File: src/point_to_segment_distance_core_defines.svh
// ---------------------------------------------------------------------------
// Point to segment distance: assertion macros
// Shared property forms, clocked on clk and disabled during rst.
// ---------------------------------------------------------------------------
`ifndef POINT_TO_SEGMENT_DISTANCE_CORE_DEFINES_SVH
`define POINT_TO_SEGMENT_DISTANCE_CORE_DEFINES_SVH

// Consequent must hold in the same cycle as the antecedent.
`define PSD_ASSERT_IMP(lbl, ante, cons, msg) \
  lbl: assert property (@(posedge clk) disable iff (rst) (ante) |-> (cons)) else $error(msg);

// Consequent must hold in the cycle after the antecedent.
`define PSD_ASSERT_NXT(lbl, ante, cons, msg) \
  lbl: assert property (@(posedge clk) disable iff (rst) (ante) |=> (cons)) else $error(msg);

`endif

File: src/psd_sqrt_cell.sv
// ---------------------------------------------------------------------------
// Square root cell
// One root bit per cell from the next two radicand bits.
// ---------------------------------------------------------------------------
`timescale 1ns / 1ps

module psd_sqrt_cell #(
  parameter int ROOT_W = 26,
  parameter int SIDE_W = 2
) (
  input  logic                clk,
  input  logic                rst,
  input  logic                load,
  input  logic                in_valid,
  input  logic [2*ROOT_W-1:0] in_n,
  input  logic [ROOT_W+1:0]   in_rem,
  input  logic [ROOT_W-1:0]   in_root,
  input  logic [SIDE_W-1:0]   in_side,
  output logic                out_valid,
  output logic [2*ROOT_W-1:0] out_n,
  output logic [ROOT_W+1:0]   out_rem,
  output logic [ROOT_W-1:0]   out_root,
  output logic [SIDE_W-1:0]   out_side
);

  logic [ROOT_W+1:0] rem_sh;
  logic [ROOT_W+1:0] trial;
  logic              ge;

  assign rem_sh = {in_rem[ROOT_W-1:0], in_n[2*ROOT_W-1:2*ROOT_W-2]};
  assign trial  = {in_root, 2'b01};
  assign ge     = rem_sh >= trial;

  always_ff @(posedge clk) begin
    if (rst) begin
      out_valid <= 1'b0;
    end else if (load) begin
      out_valid <= in_valid;
    end
  end

  always_ff @(posedge clk) begin
    if (load) begin
      out_n    <= {in_n[2*ROOT_W-3:0], 2'b00};
      out_rem  <= ge ? (rem_sh - trial) : rem_sh;
      out_root <= {in_root[ROOT_W-2:0], ge};
      out_side <= in_side;
    end
  end

endmodule
File: config.mk
export PLATFORM = sky130hd
export DESIGN_NAME = psd_sqrt_cell
export DESIGN_NICKNAME = d
export VERILOG_FILES = /design/src/point_to_segment_distance_core_defines.svh /design/src/psd_sqrt_cell.sv
export SDC_FILE = /design/constraint.sdc
export NUM_CORES = 1
export LEC_CHECK = 0
export CAP_MARGIN = 15
export CORE_UTILIZATION = 63
export DETAILED_ROUTE_END_ITERATION = 12
export DONT_BUFFER_PORTS = 1
export PLACE_DENSITY = 0.87
export SLEW_MARGIN = 40
export SYNTH_ARGS = -nofsm -noshare
export SYNTH_HDL_FRONTEND = slang
export SYNTH_SLANG_ARGS = --single-unit
export TNS_END_PERCENT = 5
File: constraint.sdc
create_clock -name clk -period 3.1 [get_ports clk]
set_input_delay 0.465 -clock clk [delete_from_list [all_inputs] [get_ports clk]]
set_output_delay 0.465 -clock clk [all_outputs]
set_load 0.02 [all_outputs]
# Word-level counts from Yosys, hierarchy flattened
# Cells that the tools add are included.
[totals]
ff_bits = 107
latchBits = 0
mem_bits_rw = 0
mem_bits_ro = 0
input_bits = 112
output_inout_bits = 109
elab_cells = 8
mem_count = 0
[op_classes]
add_sub_neg = 1
multipliers = 0
n_div = 0
order_cmp = 1
n_eq_ne = 0
n_shift = 0
mux = 1
n_bitwise = 0
n_reduce_logical = 0
[op_table]
columns = ["cell", "n"]
rows = [
  ["$ge A28 B28 Y1", 1],
  ["$mux W28", 1],
  ["$sub A28 B28 Y28", 1],
]

# Depth between registers and ports, before layout
[logic_depth]
word_depth = 2
depth_mapped = 11
depth_no_buf = 9

# Worst setup path before layout
# No wires, ideal clock.
[synth_path]
kind = "input to register"
startpoint = "input port in_root[15]"
endpoint = "register out_rem[10] (data pin)"
setup_time_ns = 0.262
arrival_ns = 2.437
required_ns = 2.838
slack_ns = 0.401
path_stages = 10
n_path_buf = 2
cell_sequence = "inv_1 -> ha_1 -> clkbuf_1 -> nand2_1 -> or3_1 -> nor3b_2 -> o21ai_1 -> a41oi_2 -> buf_6 -> mux2_1"
[synth_between]
elab_chain_cells = 2
[synth_lines]
columns = ["item", "line_no", "rtl"]
rows = [
  ["start, declared", "psd_sqrt_cell.sv:17", "input logic [ROOT_W-1:0] in_root,"],
  ["$ge A28 B28 Y1", "psd_sqrt_cell.sv:32", "assign ge = rem_sh >= trial;"],
  ["$mux W28", "psd_sqrt_cell.sv:45", "out_rem <= ge ? (rem_sh - trial) : rem_sh;"],
  ["end signal, assigned", "psd_sqrt_cell.sv:45", ""],
  ["end, declared", "psd_sqrt_cell.sv:21", "output logic [ROOT_W+1:0] out_rem,"],
]
# No other way between the ends.
# A chain may end at the register's enable or synchronous reset.

# Worst setup path after layout
[layout_path]
startpoint = "input port in_root[11]"
endpoint = "register out_rem[6] (data pin)"
# The elaborated chain is that of the path after synthesis.

==> metrics.cfg <==
[outcome]
status=finished, final reports clean

[power]
finalPower_mw=3.37
p_per_area_nw_per_um2=605
vdd_drop_max_v=0.000285
p_leak_nw=2.13

[clock_network]
cts_sinks=107
cts_buffers=9
clock_latency_ps=360
holdBufCountCts=0
cts_setup_buffers=0
cts.repair.resized=0
cts_tree=built
cts_buffer_depth=2
clk_pin_slew_ps=100
cts-root-buf=clkbuf_8
htreeDepth=3

[final_layout]
num-fill-cells=543
nets=573
multi_input_area_um2=1780
area_growth_syn_to_layout_pct=6.82
regArea_um2=3200
layout-drive-gt1-share_pct=7.99
layout.cells.non_filler=541
design_area_um2=5570

[global_route]
grt_max_degree=108
grt_pass1_wl_mm=18.9
antenna_found_initial=1
grt-ovfl-total=0
grt_use_total_pct=30.0
grt_pass1_vias=3290

[floorplan]
io_pins=221
die_x_um=93.0
dieArea_um2=8640
initial_utilization_pct=66.4
rows=32
core_um2=7850
die_h_um=93.0

[route]
num_vias=3413
wire_per_inst_um=23.6
dr.pass1.iters=5
drc=0
ant_nets=0
drt_iter0_markers=371
totalWireLength_mm=12.7
via_per_inst=6.31

[sta]
hold_viol=0
clock.fmax_ghz=0.390
post-route-min-period_ps=2570
period_share_pct=82.8
slew_viol_final=0
grt_setup_unrepaired=false
relSlewSlack_pct=66.2
holdWs_ps=170
tightest_slew_ps=503
tns_ps=0
finalSetupViolations=0
skew_ps=0

[yosys]
syn_avg_cell_area_um2=12.4
synth_most_common_cell=edfxtp_1
synth_edf_count=106
synth-seq-area-share_pct=61.4
netlist_area_um2=5210
synth_flop_cell=edfxtp_1
synthCells=422
synthArstFlopShare_pct=0
ys_warn_count=0
yosys.area.top_type_share_pct=61.1
ys_ff_latch=107
yosys-top-cells-area=edfxtp_1 61%, ha_1 6.7%, a21oi_1 4.5%, inv_1 3.0%, nor2_1 2.5%
ys_types=49
synth_top_cells_by_count=106 x edfxtp_1, 47 x a21oi_1, 41 x inv_1
synth_top_cell_by_area=edfxtp_1

[setup_path]
crit_slowest_cell=or3_1
crit_path_max_incr_delay_ps=430
required_ps=3210
crit_arrival_ps=2680
ff2ff_path_depth=2
crit_path_cell_trace=inv_1, ha_1, nand4_1, or3_1, nor3b_2, o21ai_1, a41oi_4, buf_12, mux2_2
end_kind=register
path_class=in -> reg
cp-start-kind=primary input
critPathMaxFanout=23

[hold_path]
hold_depth=1
hp-class=in -> reg

[place]
place_congestion=0.847
place_area_um2=5370
io_buffers=0
dpl.cell_count=524
dpl.hpwl_mm=9.75

[job]
max-cap-violations=0

[critical path, delay by kind of cell]
family          cells  cell delay (ps)
mux                 1              360
simple gates        3              840
buf+inv             2              220
compound gates      2              410
fa+ha+maj           1              380
[per-stage QoR]
step	setup slack, ps	utilization, %
2_1_floorplan	401	-
5_1_grt	442	71.0
3_3_place_gp	270	68.4
3_5_place_dp	180	68.4
6_report	534	71.0
4_1_cts	563	70.9
[path summary, 6_finish.rpt]
check               endpoint  slack, ps        start
setup reg to reg   out_valid       2330    out_valid
hold reg to reg    out_valid        670    out_valid
setup / recovery  out_rem[6]        530  in_root[11]
hold / removal     out_valid        170          rst
[report_power, final]
| group | internal (mW) | leakage, nW | switching [mW] |
|---|---|---|---|
| Clock | 0.384 | 0.0950 | 0.484 |
| Sequential | 1.77 | 1.05 | 0.239 |
| Combinational | 0.206 | 0.992 | 0.287 |
[cell usage in the layout, fill, tap and decap left out, drive strengths merged, types with 10 or more instances in the layout]
master,n
ha,28
o21ai,18
a21oi,47
edfxtp,106
clkbuf,10
xnor2,15
buf,12
inv,43
nand2,18
nor2,35
[state kept, by name, indices dropped and copies added (netlist names)]
name	flops
out_rem	28
out_n	50
out_side	2
out_root	26
out_valid	1
[per-layer routing]
| layer | part of all wire (%) | routed length (um) | global-route usage [%] | up-vias |
|---|---|---|---|---|
| met5 | 0 | 0 | 0 | - |
| met4 | 2.4 | 310 | 11.2 | 0 |
| met3 | 10 | 1280 | 8.70 | 31 |
| met2 | 50 | 6430 | 50.2 | 218 |
| met1 | 37 | 4740 | 37.0 | 1590 |
| li1 | - | - | - | 1574 |
[logic make-up (layout without fill, tap and decap cells)]
kind of cell	after synthesis	count (layout)	synth area share [%]
simple gates	90	90	8.30
mux	8	8	1.68
flops	107	107	61.4
compound gates	111	111	13.2
fa+ha+maj	28	28	6.72
buf+inv	54	69	4.75
other cells	1	3	0.0719
xor+xnor	23	23	3.86
[layout make-up]
| class | instances | area share, % |
|---|---|---|
| flip-flops and latches | 107 | 57.5 |
| multi-input cells | 262 | 31.9 |
| inverters | 41 | 2.76 |
| clock buffers | 10 | 2.29 |
| well taps | 102 | 2.29 |
| repair buffers | 12 | 1.84 |
| clock inverters | 6 | 1.33 |
| diodes | 1 | 0.0449 |
No activity file was read; power rests on OpenSTA's default activity.
