===== src/point_to_segment_distance_core_defines.svh =====
// ---------------------------------------------------------------------------
// Point to segment distance: assertion macros
// Shared property forms, clocked on clk and disabled during rst.
// ---------------------------------------------------------------------------
`ifndef POINT_TO_SEGMENT_DISTANCE_CORE_DEFINES_SVH
`define POINT_TO_SEGMENT_DISTANCE_CORE_DEFINES_SVH

// Consequent must hold in the same cycle as the antecedent.
`define PSD_ASSERT_IMP(lbl, ante, cons, msg) \
  lbl: assert property (@(posedge clk) disable iff (rst) (ante) |-> (cons)) else $error(msg);

// Consequent must hold in the cycle after the antecedent.
`define PSD_ASSERT_NXT(lbl, ante, cons, msg) \
  lbl: assert property (@(posedge clk) disable iff (rst) (ante) |=> (cons)) else $error(msg);

`endif


===== src/psd_div_cell.sv =====
// ---------------------------------------------------------------------------
// Division cell
// One restoring quotient bit per cell; remainder and side data move on.
// ---------------------------------------------------------------------------
`timescale 1ns / 1ps

module psd_div_cell #(
  parameter int RW     = 51,
  parameter int LENW   = 50,
  parameter int TW     = 17,
  parameter int SIDE_W = 200
) (
  input  logic              clk,
  input  logic              rst,
  input  logic              load,
  input  logic              in_valid,
  input  logic [RW-1:0]     in_r,
  input  logic [LENW-1:0]   in_len,
  input  logic [TW-1:0]     in_q,
  input  logic [SIDE_W-1:0] in_side,
  output logic              out_valid,
  output logic [RW-1:0]     out_r,
  output logic [LENW-1:0]   out_len,
  output logic [TW-1:0]     out_q,
  output logic [SIDE_W-1:0] out_side
);

  logic          ge;
  logic [RW-1:0] rem;

  assign ge  = in_r >= {1'b0, in_len};
  assign rem = ge ? (in_r - {1'b0, in_len}) : in_r;

  always_ff @(posedge clk) begin
    if (rst) begin
      out_valid <= 1'b0;
    end else if (load) begin
      out_valid <= in_valid;
    end
  end

  always_ff @(posedge clk) begin
    if (load) begin
      out_r    <= {rem[RW-2:0], 1'b0};
      out_len  <= in_len;
      out_q    <= {in_q[TW-2:0], ge};
      out_side <= in_side;
    end
  end

endmodule


===== config.mk =====
export PLATFORM = sky130hd
export DESIGN_NAME = psd_div_cell
export DESIGN_NICKNAME = d
export VERILOG_FILES = /design/src/point_to_segment_distance_core_defines.svh /design/src/psd_div_cell.sv
export SDC_FILE = /design/constraint.sdc
export NUM_CORES = 1
export LEC_CHECK = 0
export ABC_AREA = 1
export BUFFER_PORTS_ARGS = -buffer_cell sky130_fd_sc_hd__buf_4
export CAP_MARGIN = 25
export CORE_AREA = 2 2 246 248
export DETAILED_ROUTE_END_ITERATION = 7
export DIE_AREA = 0 0 248 250
export PLACE_DENSITY = 0.5
export SETUP_SLACK_MARGIN = 0.5
export SLEW_MARGIN = 40
export SYNTH_ARGS = -nofsm -noshare
export SYNTH_HDL_FRONTEND = slang
export SYNTH_SLANG_ARGS = --single-unit

===== constraint.sdc =====
create_clock -name clk -period 4.05 [get_ports clk]
set_clock_uncertainty 0.2 [all_clocks]
set_input_delay 0.2025 -clock clk [delete_from_list [all_inputs] [get_ports clk]]
set_output_delay 0.2025 -clock clk [all_outputs]
set_load 0.1 [all_outputs]

Word level (Yosys, flattened, before mapping)
Cells that the tools add are included.
{"block": "totals", "register_bits": 318, "output_inout_bits": 319}
{"block": "op_classes", "add_sub_neg": 1, "n_lt_le_gt_ge": 1, "mux": 1}
{"cell": "$ge 51x50->1", "count": 1}
{"cell": "$mux 50", "count": 1}
{"cell": "$sub 50x50->50", "count": 1}

Logic depth before layout (Yosys ltp)
Gate-level depths: netlist of run 1.
{"block": "logic_depth", "ltp_word": 2, "depth_mapped": 16, "mapped_depth_nobuf": 15}

Worst setup path after synthesis of run 1
No wires, ideal clock.
{"block": "synth_path", "path_kind": "input port to flip-flop", "start": "input in_len[25]", "end": "register out_r[50], data pin", "setup_time_ps": 253, "arrival_ps": 1777, "t_required_ps": 3597, "path_slack_ps": 1820, "stages": 14, "n_path_buf": 2, "cell_sequence": "inv_1 > ha_1 > nand2_2 > inv_2 > a21oi_2 > nand2_1 > nand2_1 > nand2_1 > a21oi_4 > nand3_4 > buf_12 > buf_12 > nand3_2 > nand2_1"}
{"block": "synth_via", "elab_chain_cells": 2}
{"item": "from (decl)", "line_no": "psd_div_cell.sv:18", "rtl": "input logic [LENW-1:0] in_len,"}
{"item": "$sub 50x50->50 or $ge 51x50->1 (tied branches)", "line_no": "psd_div_cell.sv:32, psd_div_cell.sv:31"}
{"item": "$mux 50 *", "line_no": "psd_div_cell.sv:32", "rtl": "assign rem = ge ? (in_r - {1'b0, in_len}) : in_r;"}
{"item": "via rem[49]", "line_no": "psd_div_cell.sv:29", "rtl": "logic [RW-1:0] rem;"}
{"item": "to (signal assigned)", "line_no": "psd_div_cell.sv:44", "rtl": "out_r <= {rem[RW-2:0], 1'b0};"}
{"item": "to (decl)", "line_no": "psd_div_cell.sv:22", "rtl": "output logic [RW-1:0] out_r,"}
The timed path passes the listed nets; every way through them passes the cells marked *.
A chain may end at the register's enable or synchronous reset.

Worst setup path after layout of run 1
{"block": "layout_path", "start": "input in_r[18]", "end": "register out_r[28], data pin"}
{"block": "layout_via", "elab_chain_cells": 2}
{"item": "from (decl)", "line_no": "psd_div_cell.sv:17", "rtl": "input logic [RW-1:0] in_r,"}
{"item": "$sub 50x50->50 or $ge 51x50->1 (tied branches)", "line_no": "psd_div_cell.sv:32, psd_div_cell.sv:31"}
{"item": "$mux 50 *", "line_no": "psd_div_cell.sv:32"}
{"item": "via rem[27]", "line_no": "psd_div_cell.sv:29"}
Marked as above.

==> results_dict.tcl, run 1 <==
set metrics [dict create \
    dp_hpwl_um 58370 \
    seq_area_frac_synth_pct 63.48 \
    rows 90 \
    htree_num_levels 2 \
    grt_max_degree 79 \
    wl_um 71830 \
    endpoint_kind "flip-flop" \
    clk_latency_ps 540 \
    setup_violations 0 \
    crit_start "in_r[18]" \
    critPathLaunchType "input port" \
    maxSlewViolCount 0 \
    rrSetupSlack_ps 2650 \
    finalCriticalPeriod_ps 2812 \
    cts_tree "done" \
    worst_slew_pin_slew_ps 712.3 \
    crit_path_max_incr_delay_ps 550 \
    clock_sinks 318 \
    place.port_buffers 638 \
    vdd_drop_max_mv 0.4018 \
    syn-instance-count 1449 \
    crit_end "out_r[28]$_DFFE_PP_" \
    path_delay_family "simple AND/OR/NAND/NOR gates" \
    die_w_um 248 \
    track_usage_pct 22.41 \
    synth_fp_nets 1822 \
    coreArea_um2 59570 \
    detail-route-antenna-nets 0 \
    initial_utilization_pct 25.23 \
    cts.repair.resized 0 \
    reg2reg_to "out_valid$_SDFFE_PP0P_" \
    vias 13730 \
    die_h_um 250 \
    fin_tns_setup_ps 0 \
    seq_area_um2 9539 \
    hold_violations 0 \
    path_cells "dlygate4sd3_1 -> buf_4 -> ha_1 -> nand2_1 -> inv_1 -> nand2_1 -> nand2_1 -> inv_1 -> nand2_1 -> nand3b_2 -> nand2_2 -> buf_4 -> nand4_1 -> nand2_1" \
    rsz0062_at_grt "false" \
    leakage_nw 11.79 \
    syn_area_per_cell_um2 10.37 \
    drt_iter0_markers 717 \
    synth_edf_count 317 \
    syn_to_final_growth_pct 67.76 \
    cp_common_cell "nand2_1" \
    nets 2814 \
    wl_per_cell_um 22.04 \
    cp_num_buf_inv 5 \
    critPathKind "input port to flip-flop" \
    instances_no_fill 3259 \
    antenna_found_initial 22 \
    period_share_pct 69.42 \
    viasPerCell 4.213 \
    cp_data_required_time_ps 4240 \
    die_area_um2 62000 \
    clockRootBuffer "clkbuf_16" \
    cp.arrival_ps 3010 \
    grt_pass1_vias 14230 \
    syn_area_um2 15030 \
    cp_num_cells 14 \
    grt_pass1_wl_um 99140 \
    cts_buffer_depth 3 \
    synthFlopType "edfxtp_1" \
    synthArstFlopShare_pct 0 \
    crit_slowest_cell "dlygate4sd3_1" \
    pin_count 641 \
    gp_congestion 0.9204 \
    final_layout_size_suffix_gt1_share_pct 31.29 \
    multi_input_area_um2 4272 \
    maxCapViolations 0 \
    grt_overflow 0 \
    powerDensity_nw_per_um2 459.7 \
    drt-pass1-iter-count 5 \
    max_freq_mhz 355.7 \
    place_inst 2865 \
    hp-class "input port to flip-flop" \
    cts_buffers 38 \
    status "complete, no violations" \
    fillers 5857 \
    relSlewSlack_pct 52.51 \
    synth.distinct_cells 38 \
    yosys_warnings 0 \
    ys_seq_elements 318 \
    clkSlewWorstSetupHoldPaths_ps 50 \
    final_util_pct 42.32 \
    r2r_cells 3 \
    r2r_start "out_valid$_SDFFE_PP0P_" \
    crit_fanout 24 \
    drc 0 \
]
-- repair_timing --
action | in CTS | in global routing
hold buffers | 318 | 0
buffers inserted | 0 | 0
hold endpoints to repair | 365 | 0
-- worst reg2reg max path, delay by kind of cell, from the launching register on --
kind / cells / cell delay (ps)
buffers and inverters: 1 / 550
flip-flops: 1 / 320
multiplexers: 1 / 150
AND/OR/NAND/NOR: 1 / 60
-- cell usage in the layout (no fill, tap or decap), types with 33 or more instances in the layout --
cell type	instances
buf_4	644
nand2_1	452
nand4_1	33
dlygate4sd3_1	318
ha_1	50
nor2_1	85
edfxtp_1	317
nand3_1	40
clkbuf_16	39
inv_1	271
-- metrics by stage --
step	cell area, µm²	hold WS [ps]	total power, mW	worst slack (ps)
floorplan	15030	74.88	6.881	1820
global route	25200	8.756	12.02	1084
CTS	25180	2.396	11.74	1230
global placement	20810	166.2	8.043	1236
finish	25210	48.09	11.59	1238
detailed placement	20810	169.6	8.047	1222
-- worst min path at each step --
stage,start,to,slack [ps],cells after the start
2_1_floorplan,rst,out_valid$_SDFFE_PP0P_,70,1
3_3_place_gp,rst,out_valid$_SDFFE_PP0P_,170,2
3_5_place_dp,rst,out_valid$_SDFFE_PP0P_,170,2
4_1_cts,in_r[27],out_r[28]$_DFFE_PP_,2,3
5_1_grt,in_r[27],out_r[28]$_DFFE_PP_,9,3
6_report,in_r[27],out_r[28]$_DFFE_PP_,50,3
-- final cells by class --
type	instances	area share, %
antenna	13	0.1290
clock buffer	45	3.961
clock inverter	18	0.7296
inverter	291	4.333
multi-input combinational	825	16.94
sequential	318	37.84
tap	782	3.881
timing repair buffer	967	32.18
-- sequential cells by signal (all words and copies together), names as in the netlist --
signal / count
out_len: 50
out_q: 17
out_r: 50
out_side: 200
out_valid: 1
-- cells by family after synthesis --
group	synth area share (%)
xor gates and xnor gates	1.690
other	0.02496
and+or+nand+nor	19.79
buffers and inverters	8.093
adders and majority gates	4.296
muxes	0.06661
AOI/OAI and AO/OA	2.556
DFF	63.48
-- layer usage --
layer | global-route usage, % | vias to the layer above | routed length [µm]
li1 | - | 6677 | -
met1 | 26.43 | 6526 | 28620
met2 | 40.80 | 425 | 37110
met3 | 4.893 | 86 | 4288
met4 | 5.492 | 16 | 1694
met5 | 0 | - | 112
-- synth_stat cells, types with 2 or more instances --
cell	number	area share (%)
a21oi_1	28	0.93
and2_1	2	0.083
buf_12	3	0.40
buf_2	6	0.20
clkbuf_1	4	0.10
edfxtp_1	317	63
ha_1	50	4.2
inv_1	271	6.8
inv_2	20	0.50
nand2_1	452	11
nand2_2	8	0.33
nand3_1	40	1.3
nand3_2	15	1.0
nand3b_1	15	0.75
nand4_1	33	1.4
nor2_1	85	2.1
nor2_2	9	0.37
nor2_4	5	0.37
nor3_1	7	0.23
o21a_1	2	0.10
o21ai_0	23	0.77
o21ai_2	5	0.29
o21bai_1	6	0.30
xor2_1	29	1.7
-- report_power, final --
group / total [mW] / switching [mW] / internal (mW)
logic: 4.16 / 3.14 / 1.02
registers: 4.07 / 0.0971 / 3.98
clock network: 3.35 / 1.41 / 1.95
Note: power is estimated with default switching activity, not from simulation.
==> inputs of run 2 (changes only) <==
Settings changed: CORE_AREA 2 2 246 248 to 2 2 252 254, DIE_AREA 0 0 248 250 to 0 0 254 256.
Clock period 4.05 ns to 2.5 ns, I/O delays scaled along.
==> results_dict.tcl, run 2 (synthesis gave the netlist of run 1 again) <==
set metrics [dict create \
    status "finished, violations left" \
    violations "negative hold slack" \
    layout_commonest_cell "buf_4" \
    grt_pass1_vias 14720 \
    crit_fanout 54 \
    crit_start "load" \
    track_usage_pct 22.97 \
    antenna_found_initial 22 \
    clock_sinks 318 \
    cp.arrival_ps 2200 \
    clkSlewWorstSetupHoldPaths_ps 50 \
    grt_max_degree 62 \
    viasPerCell 4.185 \
    hold_ws_ps -265.3 \
    wl_per_cell_um 22.61 \
    endpoint_kind "flip-flop" \
    reg2reg_to "out_valid$_SDFFE_PP0P_" \
    post_dp_cell_area_um2 21880 \
    max_freq_mhz 509.2 \
    reg_top3 "out_side (200), out_len (50), out_r (50)" \
    vias 14260 \
    grt_pass1_wl_um 105300 \
    cts_buffer_depth 3 \
    cts_buffers 41 \
    crit_path_max_incr_delay_ps 580 \
    pin_count 641 \
    r2r_cells 3 \
    place.port_buffers 638 \
    maxCapViolations 0 \
    crit_slowest_cell "dlygate4sd3_1" \
    critPathKind "input port to flip-flop" \
    finalCriticalPeriod_ps 1964 \
    htree_num_levels 2 \
    leakage_nw 12.25 \
    die_w_um 254 \
    crit_end "out_valid$_SDFFE_PP0P_" \
    gp_congestion 0.9209 \
    powerDensity_nw_per_um2 732.9 \
    detail-route-antenna-nets 0 \
    coreArea_um2 62390 \
    hold_violations 10 \
    die_area_um2 65020 \
    wl_um 77060 \
    cts_tree "done" \
    grt_overflow 0 \
    syn_to_final_growth_pct 76.42 \
    maxSlewViolCount 0 \
    final_layout_size_suffix_gt1_share_pct 35.23 \
    drt_iter0_markers 798 \
    largest-register "out_side" \
    rrSetupSlack_ps 1170 \
    vdd_drop_max_mv 0.4593 \
    nets 2895 \
    path_cells "dlygate4sd3_1 -> buf_12 -> buf_12 -> mux2i_1 -> nor2_1 -> dlygate4sd3_1" \
    power.total_mw 19.43 \
    drt-pass1-iter-count 7 \
    setup_slack_ps 536.3 \
    fillers 6157 \
    final_util_pct 42.49 \
    hp-class "input port to flip-flop" \
    place_ws_ps -38.50 \
    r2r_start "out_valid$_SDFFE_PP0P_" \
    rows 92 \
    die_h_um 256 \
    drc 0 \
    initial_utilization_pct 24.09 \
    clk_latency_ps 550 \
    critPathLaunchType "input port" \
    rsz0062_at_grt "true" \
    setup_violations 0 \
    clockRootBuffer "clkbuf_16" \
    final_cell_mix "708 x buf_4, 439 x nand2_1, 328 x dlygate4sd3_1, 317 x edfxtp_1, 268 x inv_1" \
    cp_data_required_time_ps 2740 \
    fin_area_um2 26510 \
    dp_hpwl_um 62250 \
    largest_reg_flops 200 \
    period_share_pct 78.55 \
]
run 2: cell types whose count changed in the layout (fill, tap and decap cells not counted), sizes merged, moves of 2 or more:
| cell | previous run | this run |
|---|---|---|
| buf | 649 | 717 |
| dlygate4sd3 | 318 | 328 |
| clkbuf | 45 | 52 |
| clkinv | 14 | 12 |
| inv | 291 | 293 |
run 2: metal layers:
metal	up-vias	GRT usage, %	share of wire (%)	wire length, µm
met4	16	9.248	4.1	3122
met2	481	40.68	50	38730
met3	119	6.336	7.0	5375
met5	-	0	0.14	107
li1	6855	-	-	-
met1	6791	25.85	39	29730
run 2: layout make-up:
cell class	count	area (µm²)	share of cell area, %
clock buffers	52	1067	4.026
repair buffers	1045	8778	33.11
well taps	846	1059	3.993
inverters	291	1105	4.167
diodes	13	32.53	0.1227
multi-input cells	825	4743	17.89
clock inverters	18	186.4	0.7032
flip-flops and latches	318	9539	35.98
run 2: how the worst min path moves through the flow:
stage               cells after the start                endpoint     start
floorplan                               1  out_valid$_SDFFE_PP0P_       rst
global placement                        2  out_valid$_SDFFE_PP0P_       rst
detailed placement                      2  out_valid$_SDFFE_PP0P_       rst
CTS                                     3     out_r[35]$_DFFE_PP_  in_r[34]
global route                            3     out_r[41]$_DFFE_PP_  in_r[40]
finish                                  3     out_r[39]$_DFFE_PP_  in_r[38]
run 2: critical path: cells and delay by family:
kind	cells	cell delay (ps)
buffers and inverters	4	1700
multiplexers	1	230
AND/OR/NAND/NOR	1	50
run 2: per-stage QoR:
stage / instances / hold slack [ps] / TNS, ps
floorplan: 1449 / -2.617 / 0
global placement: 2996 / 82.09 / -66.98
detailed placement: 2996 / 88.74 / -96.03
CTS: 3386 / -306.6 / 0
global route: 3401 / -275.9 / 0
finish: 3408 / -265.3 / 0
run 2: repair_timing:
item                                    CTS  global route
hold endpoints to repair                345            13
hold buffers                            320             8
setup buffers                             0             1
endpoints found under the setup margin    0            36
resized for setup                         0            19
run 2: where the power goes:
| part | total [mW] | switching [mW] | internal [mW] | leakage, nW |
|---|---|---|---|---|
| Sequential | 6.61 | 0.163 | 6.44 | 3.11 |
| Clock | 5.74 | 2.33 | 3.41 | 0.610 |
| Combinational | 7.08 | 5.19 | 1.89 | 8.53 |
